===== src/hw/rtl/u16550_pkg.sv =====
// Shared types and constants for the 16550-style UART register block.
package u16550_pkg;

    // Default receive FIFO depth in bytes.
    localparam int DEFAULT_FIFO_DEPTH = 16;

    // Item kinds carried on the mode field.
    localparam logic [1:0] MODE_READ  = 2'd0;
    localparam logic [1:0] MODE_WRITE = 2'd1;
    localparam logic [1:0] MODE_PUSH  = 2'd2;

    // Register offsets.
    localparam logic [2:0] ADDR_RBR = 3'd0;
    localparam logic [2:0] ADDR_IER = 3'd1;
    localparam logic [2:0] ADDR_IIR = 3'd2;
    localparam logic [2:0] ADDR_LCR = 3'd3;
    localparam logic [2:0] ADDR_MCR = 3'd4;
    localparam logic [2:0] ADDR_LSR = 3'd5;
    localparam logic [2:0] ADDR_MSR = 3'd6;
    localparam logic [2:0] ADDR_SCR = 3'd7;

    // Bit positions and register values.
    localparam int         IER_RX_READY_BIT = 0;
    localparam int         IER_TX_EMPTY_BIT = 1;
    localparam int         LCR_DLAB_BIT     = 7;
    localparam logic [7:0] IIR_NONE         = 8'h01;
    localparam logic [7:0] IIR_TX_EMPTY     = 8'h02;
    localparam logic [7:0] IIR_RX_READY     = 8'h04;
    localparam logic [7:0] LSR_DR           = 8'h01;
    localparam logic [7:0] LSR_THRE         = 8'h20;
    localparam logic [7:0] LSR_TEMT         = 8'h40;

    // Requests from the register decode to the receive FIFO.
    typedef struct packed {
        logic       push;
        logic       pop;
        logic [7:0] push_data;
    } t_fifo_req;

    // Receive FIFO status seen by the register decode.
    typedef struct packed {
        logic       empty;
        logic       full;
        logic [7:0] head;
    } t_fifo_stat;

endpackage


===== src/hw/rtl/u16550_rx_fifo.sv =====
// Receive FIFO with pointers, fill count and a registered head byte.
module u16550_rx_fifo import u16550_pkg::*; #(
    parameter int FIFO_DEPTH = DEFAULT_FIFO_DEPTH
) (
    input  logic       i_clk,
    input  logic       i_rst_n,
    input  t_fifo_req  i_req,
    output t_fifo_stat o_stat
);

    localparam int PTR_W = (FIFO_DEPTH > 1) ? $clog2(FIFO_DEPTH) : 1;
    localparam int CNT_W = $clog2(FIFO_DEPTH + 1);

    logic [7:0]       r_mem [0:FIFO_DEPTH-1];
    logic [PTR_W-1:0] r_rd_ptr, n_rd_ptr;
    logic [PTR_W-1:0] r_wr_ptr, n_wr_ptr;
    logic [CNT_W-1:0] r_count, n_count;
    logic [7:0]       r_head;

    function automatic logic [PTR_W-1:0] next_slot(input logic [PTR_W-1:0] p);
        logic [PTR_W-1:0] res;
        if (p == PTR_W'(FIFO_DEPTH - 1)) begin
            res = '0;
        end else begin
            res = p + PTR_W'(1);
        end
        return res;
    endfunction

    // Pointer and count updates.
    always_comb begin
        n_rd_ptr = i_req.pop  ? next_slot(r_rd_ptr) : r_rd_ptr;
        n_wr_ptr = i_req.push ? next_slot(r_wr_ptr) : r_wr_ptr;
        n_count  = r_count;
        if (i_req.push && !i_req.pop) begin
            n_count = r_count + CNT_W'(1);
        end else if (i_req.pop && !i_req.push) begin
            n_count = r_count - CNT_W'(1);
        end
    end

    always_ff @(posedge i_clk) begin
        if (!i_rst_n) begin
            r_rd_ptr <= '0;
            r_wr_ptr <= '0;
            r_count  <= '0;
        end else begin
            r_rd_ptr <= n_rd_ptr;
            r_wr_ptr <= n_wr_ptr;
            r_count  <= n_count;
        end
    end

    // Storage write, and a registered read of the next head entry.
    // A byte written to the slot that becomes the head is bypassed.
    always_ff @(posedge i_clk) begin
        if (i_req.push) begin
            r_mem[r_wr_ptr] <= i_req.push_data;
        end
        if (i_req.push && (r_wr_ptr == n_rd_ptr)) begin
            r_head <= i_req.push_data;
        end else begin
            r_head <= r_mem[n_rd_ptr];
        end
    end

    assign o_stat.empty = (r_count == '0);
    assign o_stat.full  = (r_count == CNT_W'(FIFO_DEPTH));
    assign o_stat.head  = r_head;

endmodule


===== src/hw/rtl/u16550_regs.sv =====
// Register decode: IER and LCR, read mux, interrupt and transmit logic.
module u16550_regs import u16550_pkg::*; (
    input  logic       i_clk,
    input  logic       i_rst_n,
    input  logic       i_fire,
    input  logic [1:0] i_mode,
    input  logic [2:0] i_address,
    input  logic [7:0] i_write_data,
    input  t_fifo_stat i_fifo_stat,
    output t_fifo_req  o_fifo_req,
    output logic [7:0] o_read_data,
    output logic       o_push_accepted,
    output logic       o_irq_pulse,
    output logic       o_tx_valid,
    output logic [7:0] o_tx_byte
);

    logic [7:0] r_ier, n_ier;
    logic [7:0] r_lcr, n_lcr;
    logic       dlab;
    logic       not_empty;

    assign dlab      = r_lcr[LCR_DLAB_BIT];
    assign not_empty = !i_fifo_stat.empty;

    // Decode of one beat into register updates, FIFO requests and the result.
    always_comb begin
        n_ier                = r_ier;
        n_lcr                = r_lcr;
        o_fifo_req.push      = 1'b0;
        o_fifo_req.pop       = 1'b0;
        o_fifo_req.push_data = i_write_data;
        o_read_data          = '0;
        o_push_accepted      = 1'b0;
        o_irq_pulse          = 1'b0;
        o_tx_valid           = 1'b0;
        o_tx_byte            = '0;
        unique case (i_mode)
            MODE_READ: begin
                unique case (i_address)
                    ADDR_RBR: begin
                        if (!dlab && not_empty) begin
                            o_read_data    = i_fifo_stat.head;
                            o_fifo_req.pop = i_fire;
                        end
                    end
                    ADDR_IER: begin
                        o_read_data = dlab ? 8'h00 : r_ier;
                    end
                    ADDR_IIR: begin
                        priority if (not_empty && r_ier[IER_RX_READY_BIT]) begin
                            o_read_data = IIR_RX_READY;
                        end else if (r_ier[IER_TX_EMPTY_BIT]) begin
                            o_read_data = IIR_TX_EMPTY;
                        end else begin
                            o_read_data = IIR_NONE;
                        end
                    end
                    ADDR_LCR: begin
                        o_read_data = r_lcr;
                    end
                    ADDR_LSR: begin
                        o_read_data = LSR_TEMT | LSR_THRE | (not_empty ? LSR_DR : 8'h00);
                    end
                    default: begin
                        o_read_data = '0;
                    end
                endcase
            end
            MODE_WRITE: begin
                if (i_address == ADDR_RBR && !dlab) begin
                    o_tx_valid = 1'b1;
                    o_tx_byte  = i_write_data;
                end else if (i_address == ADDR_IER && !dlab) begin
                    n_ier       = i_write_data;
                    o_irq_pulse = (i_write_data[IER_RX_READY_BIT] && not_empty)
                                  || i_write_data[IER_TX_EMPTY_BIT];
                end else if (i_address == ADDR_LCR) begin
                    n_lcr = i_write_data;
                end
            end
            MODE_PUSH: begin
                if (!i_fifo_stat.full) begin
                    o_fifo_req.push = i_fire;
                    o_push_accepted = 1'b1;
                    // The FIFO holds at least this byte afterwards.
                    o_irq_pulse     = r_ier[IER_RX_READY_BIT] || r_ier[IER_TX_EMPTY_BIT];
                end
            end
            default: begin
                o_read_data = '0;
            end
        endcase
    end

    // Control registers update only when a beat is processed.
    always_ff @(posedge i_clk) begin
        if (!i_rst_n) begin
            r_ier <= '0;
            r_lcr <= '0;
        end else if (i_fire) begin
            r_ier <= n_ier;
            r_lcr <= n_lcr;
        end
    end

endmodule


===== src/hw/rtl/uart_16550_register_file_core.sv =====
// Pipeline: each input beat is held in the input register, decoded, and its result
// held in the result register until it is taken.
// Throughput: one beat per cycle, set by the single decode pass between the
// input register and the result register; a stalled output stalls the input.
// Reset: synchronous active low; IER, LCR, FIFO pointers and count clear and
// both pipeline registers empty. FIFO storage is not cleared.
module uart_16550_register_file_core import u16550_pkg::*; #(
    parameter int FIFO_DEPTH = DEFAULT_FIFO_DEPTH
) (
    input  logic       i_clk,
    input  logic       i_rst_n,
    input  logic       i_in_valid,
    output logic       o_in_ready,
    input  logic [1:0] i_mode,
    input  logic [2:0] i_address,
    input  logic [7:0] i_write_data,
    output logic       o_out_valid,
    input  logic       i_out_ready,
    output logic [7:0] o_read_data,
    output logic       o_push_accepted,
    output logic       o_irq_pulse,
    output logic       o_tx_valid,
    output logic [7:0] o_tx_byte
);

    logic       r_in_valid;
    logic [1:0] r_mode;
    logic [2:0] r_address;
    logic [7:0] r_write_data;
    logic       r_out_valid;
    logic [7:0] r_read_data;
    logic       r_push_accepted;
    logic       r_irq_pulse;
    logic       r_tx_valid;
    logic [7:0] r_tx_byte;

    logic       advance;
    t_fifo_req  fifo_req;
    t_fifo_stat fifo_stat;
    logic [7:0] read_data;
    logic       push_accepted;
    logic       irq_pulse;
    logic       tx_valid;
    logic [7:0] tx_byte;

    // The registered beat moves on when the result register is free or drains.
    assign advance    = r_in_valid && (!r_out_valid || i_out_ready);
    assign o_in_ready = !r_in_valid || advance;

    // Input register.
    always_ff @(posedge i_clk) begin
        if (!i_rst_n) begin
            r_in_valid <= 1'b0;
        end else if (o_in_ready) begin
            r_in_valid <= i_in_valid;
        end
    end

    always_ff @(posedge i_clk) begin
        if (o_in_ready && i_in_valid) begin
            r_mode       <= i_mode;
            r_address    <= i_address;
            r_write_data <= i_write_data;
        end
    end

    u16550_regs u_regs (
        .i_clk           (i_clk),
        .i_rst_n         (i_rst_n),
        .i_fire          (advance),
        .i_mode          (r_mode),
        .i_address       (r_address),
        .i_write_data    (r_write_data),
        .i_fifo_stat     (fifo_stat),
        .o_fifo_req      (fifo_req),
        .o_read_data     (read_data),
        .o_push_accepted (push_accepted),
        .o_irq_pulse     (irq_pulse),
        .o_tx_valid      (tx_valid),
        .o_tx_byte       (tx_byte)
    );

    u16550_rx_fifo #(
        .FIFO_DEPTH (FIFO_DEPTH)
    ) u_rx_fifo (
        .i_clk   (i_clk),
        .i_rst_n (i_rst_n),
        .i_req   (fifo_req),
        .o_stat  (fifo_stat)
    );

    // Result register.
    always_ff @(posedge i_clk) begin
        if (!i_rst_n) begin
            r_out_valid <= 1'b0;
        end else if (advance) begin
            r_out_valid <= 1'b1;
        end else if (i_out_ready) begin
            r_out_valid <= 1'b0;
        end
    end

    always_ff @(posedge i_clk) begin
        if (advance) begin
            r_read_data     <= read_data;
            r_push_accepted <= push_accepted;
            r_irq_pulse     <= irq_pulse;
            r_tx_valid      <= tx_valid;
            r_tx_byte       <= tx_byte;
        end
    end

    assign o_out_valid     = r_out_valid;
    assign o_read_data     = r_read_data;
    assign o_push_accepted = r_push_accepted;
    assign o_irq_pulse     = r_irq_pulse;
    assign o_tx_valid      = r_tx_valid;
    assign o_tx_byte       = r_tx_byte;

    // The input side only stalls when both pipeline registers are occupied.
    a_stall_only_when_full: assert property (@(posedge i_clk) disable iff (!i_rst_n)
        !o_in_ready |-> (r_in_valid && r_out_valid))
        else $error("input stalled while the pipeline had room");

    // An accepted push never also reads or transmits.
    a_push_result_clean: assert property (@(posedge i_clk) disable iff (!i_rst_n)
        (o_out_valid && o_push_accepted) |-> (o_read_data == 8'h00 && !o_tx_valid))
        else $error("push result carries read or transmit data");

    // The FIFO never pushes and pops in the same cycle.
    a_fifo_single_op: assert property (@(posedge i_clk) disable iff (!i_rst_n)
        !(fifo_req.push && fifo_req.pop))
        else $error("simultaneous FIFO push and pop");

    // A beat always lands in the result register in the cycle after it advances.
    a_advance_fills_output: assert property (@(posedge i_clk) disable iff (!i_rst_n)
        advance |=> r_out_valid)
        else $error("processed beat did not reach the result register");

endmodule


===== config.mk =====
export PLATFORM = sky130hd
export DESIGN_NAME = uart_16550_register_file_core
export DESIGN_NICKNAME = d
export VERILOG_FILES = /design/src/hw/rtl/u16550_pkg.sv /design/src/hw/rtl/u16550_rx_fifo.sv /design/src/hw/rtl/u16550_regs.sv /design/src/hw/rtl/uart_16550_register_file_core.sv
export SDC_FILE = /design/constraint.sdc
export NUM_CORES = 1
export LEC_CHECK = 0
export ABC_CLOCK_PERIOD_IN_PS = 4200
export BUFFER_PORTS_ARGS = -buffer_cell sky130_fd_sc_hd__buf_2
export CAP_MARGIN = 20
export CORE_MARGIN = 4
export CORE_UTILIZATION = 55
export DETAILED_ROUTE_END_ITERATION = 7
export GPL_TIMING_DRIVEN = 0
export PLACE_DENSITY = 0.78
export SYNTH_ARGS = -nofsm -noshare
export SYNTH_HDL_FRONTEND = slang
export SYNTH_HIERARCHICAL = 1
export SYNTH_SLANG_ARGS = --single-unit

===== constraint.sdc =====
create_clock -name i_clk -period 4.2 [get_ports i_clk]
set_clock_uncertainty 0.05 [all_clocks]
set_input_delay 0.84 -clock i_clk [delete_from_list [all_inputs] [get_ports i_clk]]
set_output_delay 0.84 -clock i_clk [all_outputs]
set_load 0.01 [all_outputs]

==> results list <==
* Initial standard-cell utilization of the core: between 50% and 60%
- Across the whole layout, storage elements account for roughly 5500 um2.
* Fill cell count: between 1000 and 1500
* Area growth syn-to-layout: 12.31%
- Cells with a size suffix above 1 make up between 20 and 25% of the layout.
- Number of I/O pins: 38
- Utilization after layout: a little over three fifths
- TritonCTS built the clock tree.
* Number of H-tree branching levels: 4
* HP Class: flop to flop
- Leaving out fill and tap cells, the most frequent cells in the layout are 160 x edfxtp_1, 42 x buf_2, 35 x dfxtp_1, 35 x and2_1, 32 x nand2_1.
* Fraction of synthesis flops using an asynchronous set or reset pin: 0%
- Tightest slew margin relative to the limit: about half
* Leak Pwr: 3.162 nW
- The worst setup path is of the flop to flop kind.
- Post-detailed-routing wire length: between 15000 and 20000 um
* Xor and xnor fraction of the mapped netlist area: less than 1%
- In this run, placement finished with an instance count of about 740.
- Number of antenna cells inserted: 0
* Worst Path Max Fanout: 7
- Transition at the pin with the smallest max-transition slack: around 0.74 ns
- Post-CTS repair changed the size of 0 cells.
- Total negative slack: 0 ns
- In this run the deepest clock path goes through 2 buffers.
- Core Area: 14530 um2
* Area fraction in compound gates after synthesis: between 5 and 6%
* DRT iter0 DRCs: 565
* Average footprint of a synthesized cell: 15.83 um2
- Hold violation total from the final report: 0
- Vias per cell: between 6 and 7
- Adder-Cell Fraction of Synth Area: ~2.1%
- The synthesized design contains between 150 and 200 register bits.
* Buffers added on ports: 37
- The routed layout has roughly 4700 vias.
* Final setup fails: 0
- Post-layout min period: 3.430 ns
- The largest single stage delay on the critical path is 0.58 ns.
- For this design, the slowest cell found on the critical path is or4_1.
- Number of buffers inserted during clock tree synthesis: 17
- The flow ran to the end, and the final reports show no timing, DRC or antenna violations.
- Largest net degree at the start of global routing: 19
* Worst setup slack after layout: between 0.7 and 0.8 ns
- The number of antenna violations at the first check in global routing came to 0.
- After global routing the overflow that remains totals 0.
* Post-CTS Setup Inserts: 0
* Count of TritonRoute iterations in the first routing pass: 5
* Post-route DRC: 0
* Number of rows in the core area: 44
* Clock transition at the registers of the reported paths: approximately 0.060 ns
* Clk Latency, worst-skew pair: between 0.4 and 0.5 ns
- Global routing used 20.99% of the available tracks.
* WL/cell: about 22 um
* Die Footprint: between 15000 and 20000 um2
- Final weighted congestion in routability-driven placement: between 0.9 and 1
- Multiplexer cells account for 10.98% of the synthesized area.
* Crit path DAT: 3.74 ns
- Die Y-Extent: about 130 um
- Sequential element share of the synthesized area: around 68%
* Number of library cell types mapped by synthesis: 56
- Hold-fix buffer count after cts: 0
* Nets in the synthesized netlist: ~550
* Synthesized area: approximately 8200 um2
- Sort of element at the end of the critical path: flop
- For this run, the number of Yosys warnings is 6.
- The most used flip-flop cell after synthesis is edfxtp_1.
* Fin crit share: approximately four fifths
- Among cell families on the critical path, the largest total delay comes from simple AND/OR/NAND/NOR gates.
- The first global-routing pass estimated ~26000 um of wire.
- Setup repair after global routing left no endpoint under its margin.
- Derived from the worst setup path, the maximum achievable clock frequency is slightly below 0.3 GHz.
* Vias in the first global route: around 4700
- The root buffer cell chosen for the clock tree is clkbuf_16.
- The cell count after synthesis came out at 515.
* Antenna Violating Nets Remaining: 0
* Most common cell after layout, fill and taps aside: edfxtp_1
* Final layout net count: about 600
- Of the total synthesized cell area, the portion taken by AND, OR, NAND and NOR gates is 9.948%.
- Timing analysis after detailed placement gives a worst setup slack of 0.4890 ns.
- Layout Cell Area excl Fill: roughly 9200 um2
* Area of combinational cells with multiple inputs: ~2400 um2
- Counting flops with a built-in enable in the synthesized netlist gives 160.
* Critical path buffer and inverter count: 2
* Sink Count: around 200
* Worst setup SP type: flop
- HPWL after DPL: 11070 um
- Once placement finished, the instance area stood at 8583 um2.
* Required arrival time at the worst endpoint: 4.51 ns
- Pwr/cell area: 415.6 nW/um2
- From left edge to right edge, the die measures 129.7 um.
- Max-cap violations in this run came to 0.
- By area, the combinational part of the netlist is dominated by multiplexers.
- The finished layout holds 770 standard cells, fillers aside.
* Worst vdd rail ir drop: 367.3 uV
* Final-report max-slew violation count: 0
- The critical path goes through or4_1 -> nor2_1 -> nor3_2 -> and4_1 -> inv_1 -> ha_1 -> inv_1 -> ha_1 -> a21oi_1 -> a211oi_1 -> a31oi_1 -> mux2i_1.
[state kept, by name (all words and copies together), names as in the netlist, named ones only]
signal and flops:
o_irq_pulse 1, o_out_valid 1, o_push_accepted 1, o_read_data 8, o_tx_byte 8, o_tx_valid 1
r_address 3, r_in_valid 1, r_mode 2, r_write_data 8, u_regs/r_ier 8, u_regs/r_lcr 8
u_rx_fifo/r_count 5, u_rx_fifo/r_mem 128, u_rx_fifo/r_rd_ptr 4, u_rx_fifo/r_wr_ptr 4
[final timing paths]
kind | startpoint | to | slack (ns) | depth (start not counted)
setup / recovery | u_rx_fifo/r_count[0] | u_rx_fifo/r_count[4] | 0.77 | 12
hold / removal | u_regs/r_ier[5] | u_regs/r_ier[5] | 0.41 | 2
setup reg to reg | u_rx_fifo/r_count[0] | u_rx_fifo/r_count[4] | 0.77 | 12
hold reg to reg | u_regs/r_ier[5] | u_regs/r_ier[5] | 0.41 | 2
[through the flow]
stage	hold WS [ns]	power [mW]
floorplan	0.3799	2.247
global placement	0.3906	2.294
detailed placement	0.4004	2.305
CTS	0.4088	3.819
global route	0.4267	3.925
finish	0.4140	3.804
[area by class of cell]
cell class	instances	area share [%]
Buffer	33	2.583
Clock buffer	26	5.235
Clock inverter	6	0.9158
Inverter	13	0.5331
Multi-Input combinational cell	274	25.81
Sequential cell	195	60.14
Tap cell	184	2.515
Timing Repair Buffer	39	2.269
[routing by layer]
layer | track usage, % | share of wire (%)
met4 | 8.741 | 2.7
met5 | 0 | 0
met3 | 4.175 | 5.7
met1 | 28.11 | 41
met2 | 34.06 | 51
[synth_stat cells, types with 3 or more instances]
| master | n | area share, % |
|---|---|---|
| mux4_1 | 14 | 4.5 |
| a21oi_1 | 18 | 1.1 |
| and2b_2 | 4 | 0.43 |
| nor2b_1 | 5 | 0.38 |
| a21o_1 | 3 | 0.28 |
| and2_1 | 35 | 2.7 |
| o21ai_0 | 17 | 1.0 |
| ha_1 | 12 | 1.8 |
| buf_2 | 5 | 0.31 |
| mux2i_1 | 11 | 1.4 |
| buf_6 | 4 | 0.55 |
| nand2_1 | 32 | 1.5 |
| nand4b_1 | 4 | 0.43 |
| dfxtp_1 | 35 | 8.6 |
| clkdlybuf4s25_2 | 3 | 0.37 |
| a31oi_1 | 6 | 0.46 |
| nand3_1 | 20 | 1.2 |
| buf_4 | 10 | 0.92 |
| nor3b_1 | 7 | 0.64 |
| mux4_2 | 18 | 5.0 |
| nor2_1 | 16 | 0.74 |
| inv_1 | 13 | 0.60 |
| edfxtp_1 | 160 | 59 |
| clkbuf_1 | 9 | 0.41 |
| a22oi_1 | 16 | 1.5 |
[power breakdown]
part | switching, mW | internal, mW
clock network | 0.632 | 0.907
logic | 0.0890 | 0.0486
registers | 0.0162 | 2.11
total | 0.737 | 3.07
[cell families (layout without fill, tap and decap cells)]
family / after synthesis / after routing
buffers and inverters: 46 / 117
muxes: 44 / 44
adders and majority gates: 13 / 13
xor gates and xnor gates: 4 / 4
DFF: 195 / 195
AOI/OAI and AO/OA: 72 / 72
and+or+nand+nor: 141 / 141
[worst reg2reg max path, cell delays in order (launching register included)]
cell      delay [ns]
dfxtp_1         0.36
or4_1           0.58
nor2_1          0.41
nor3_2          0.18
and4_1          0.31
inv_1           0.13
ha_1            0.18
inv_1           0.11
ha_1            0.34
a21oi_1         0.22
a211oi_1        0.11
a31oi_1         0.20
mux2i_1         0.19
No activity file was read; power rests on OpenSTA's default activity.
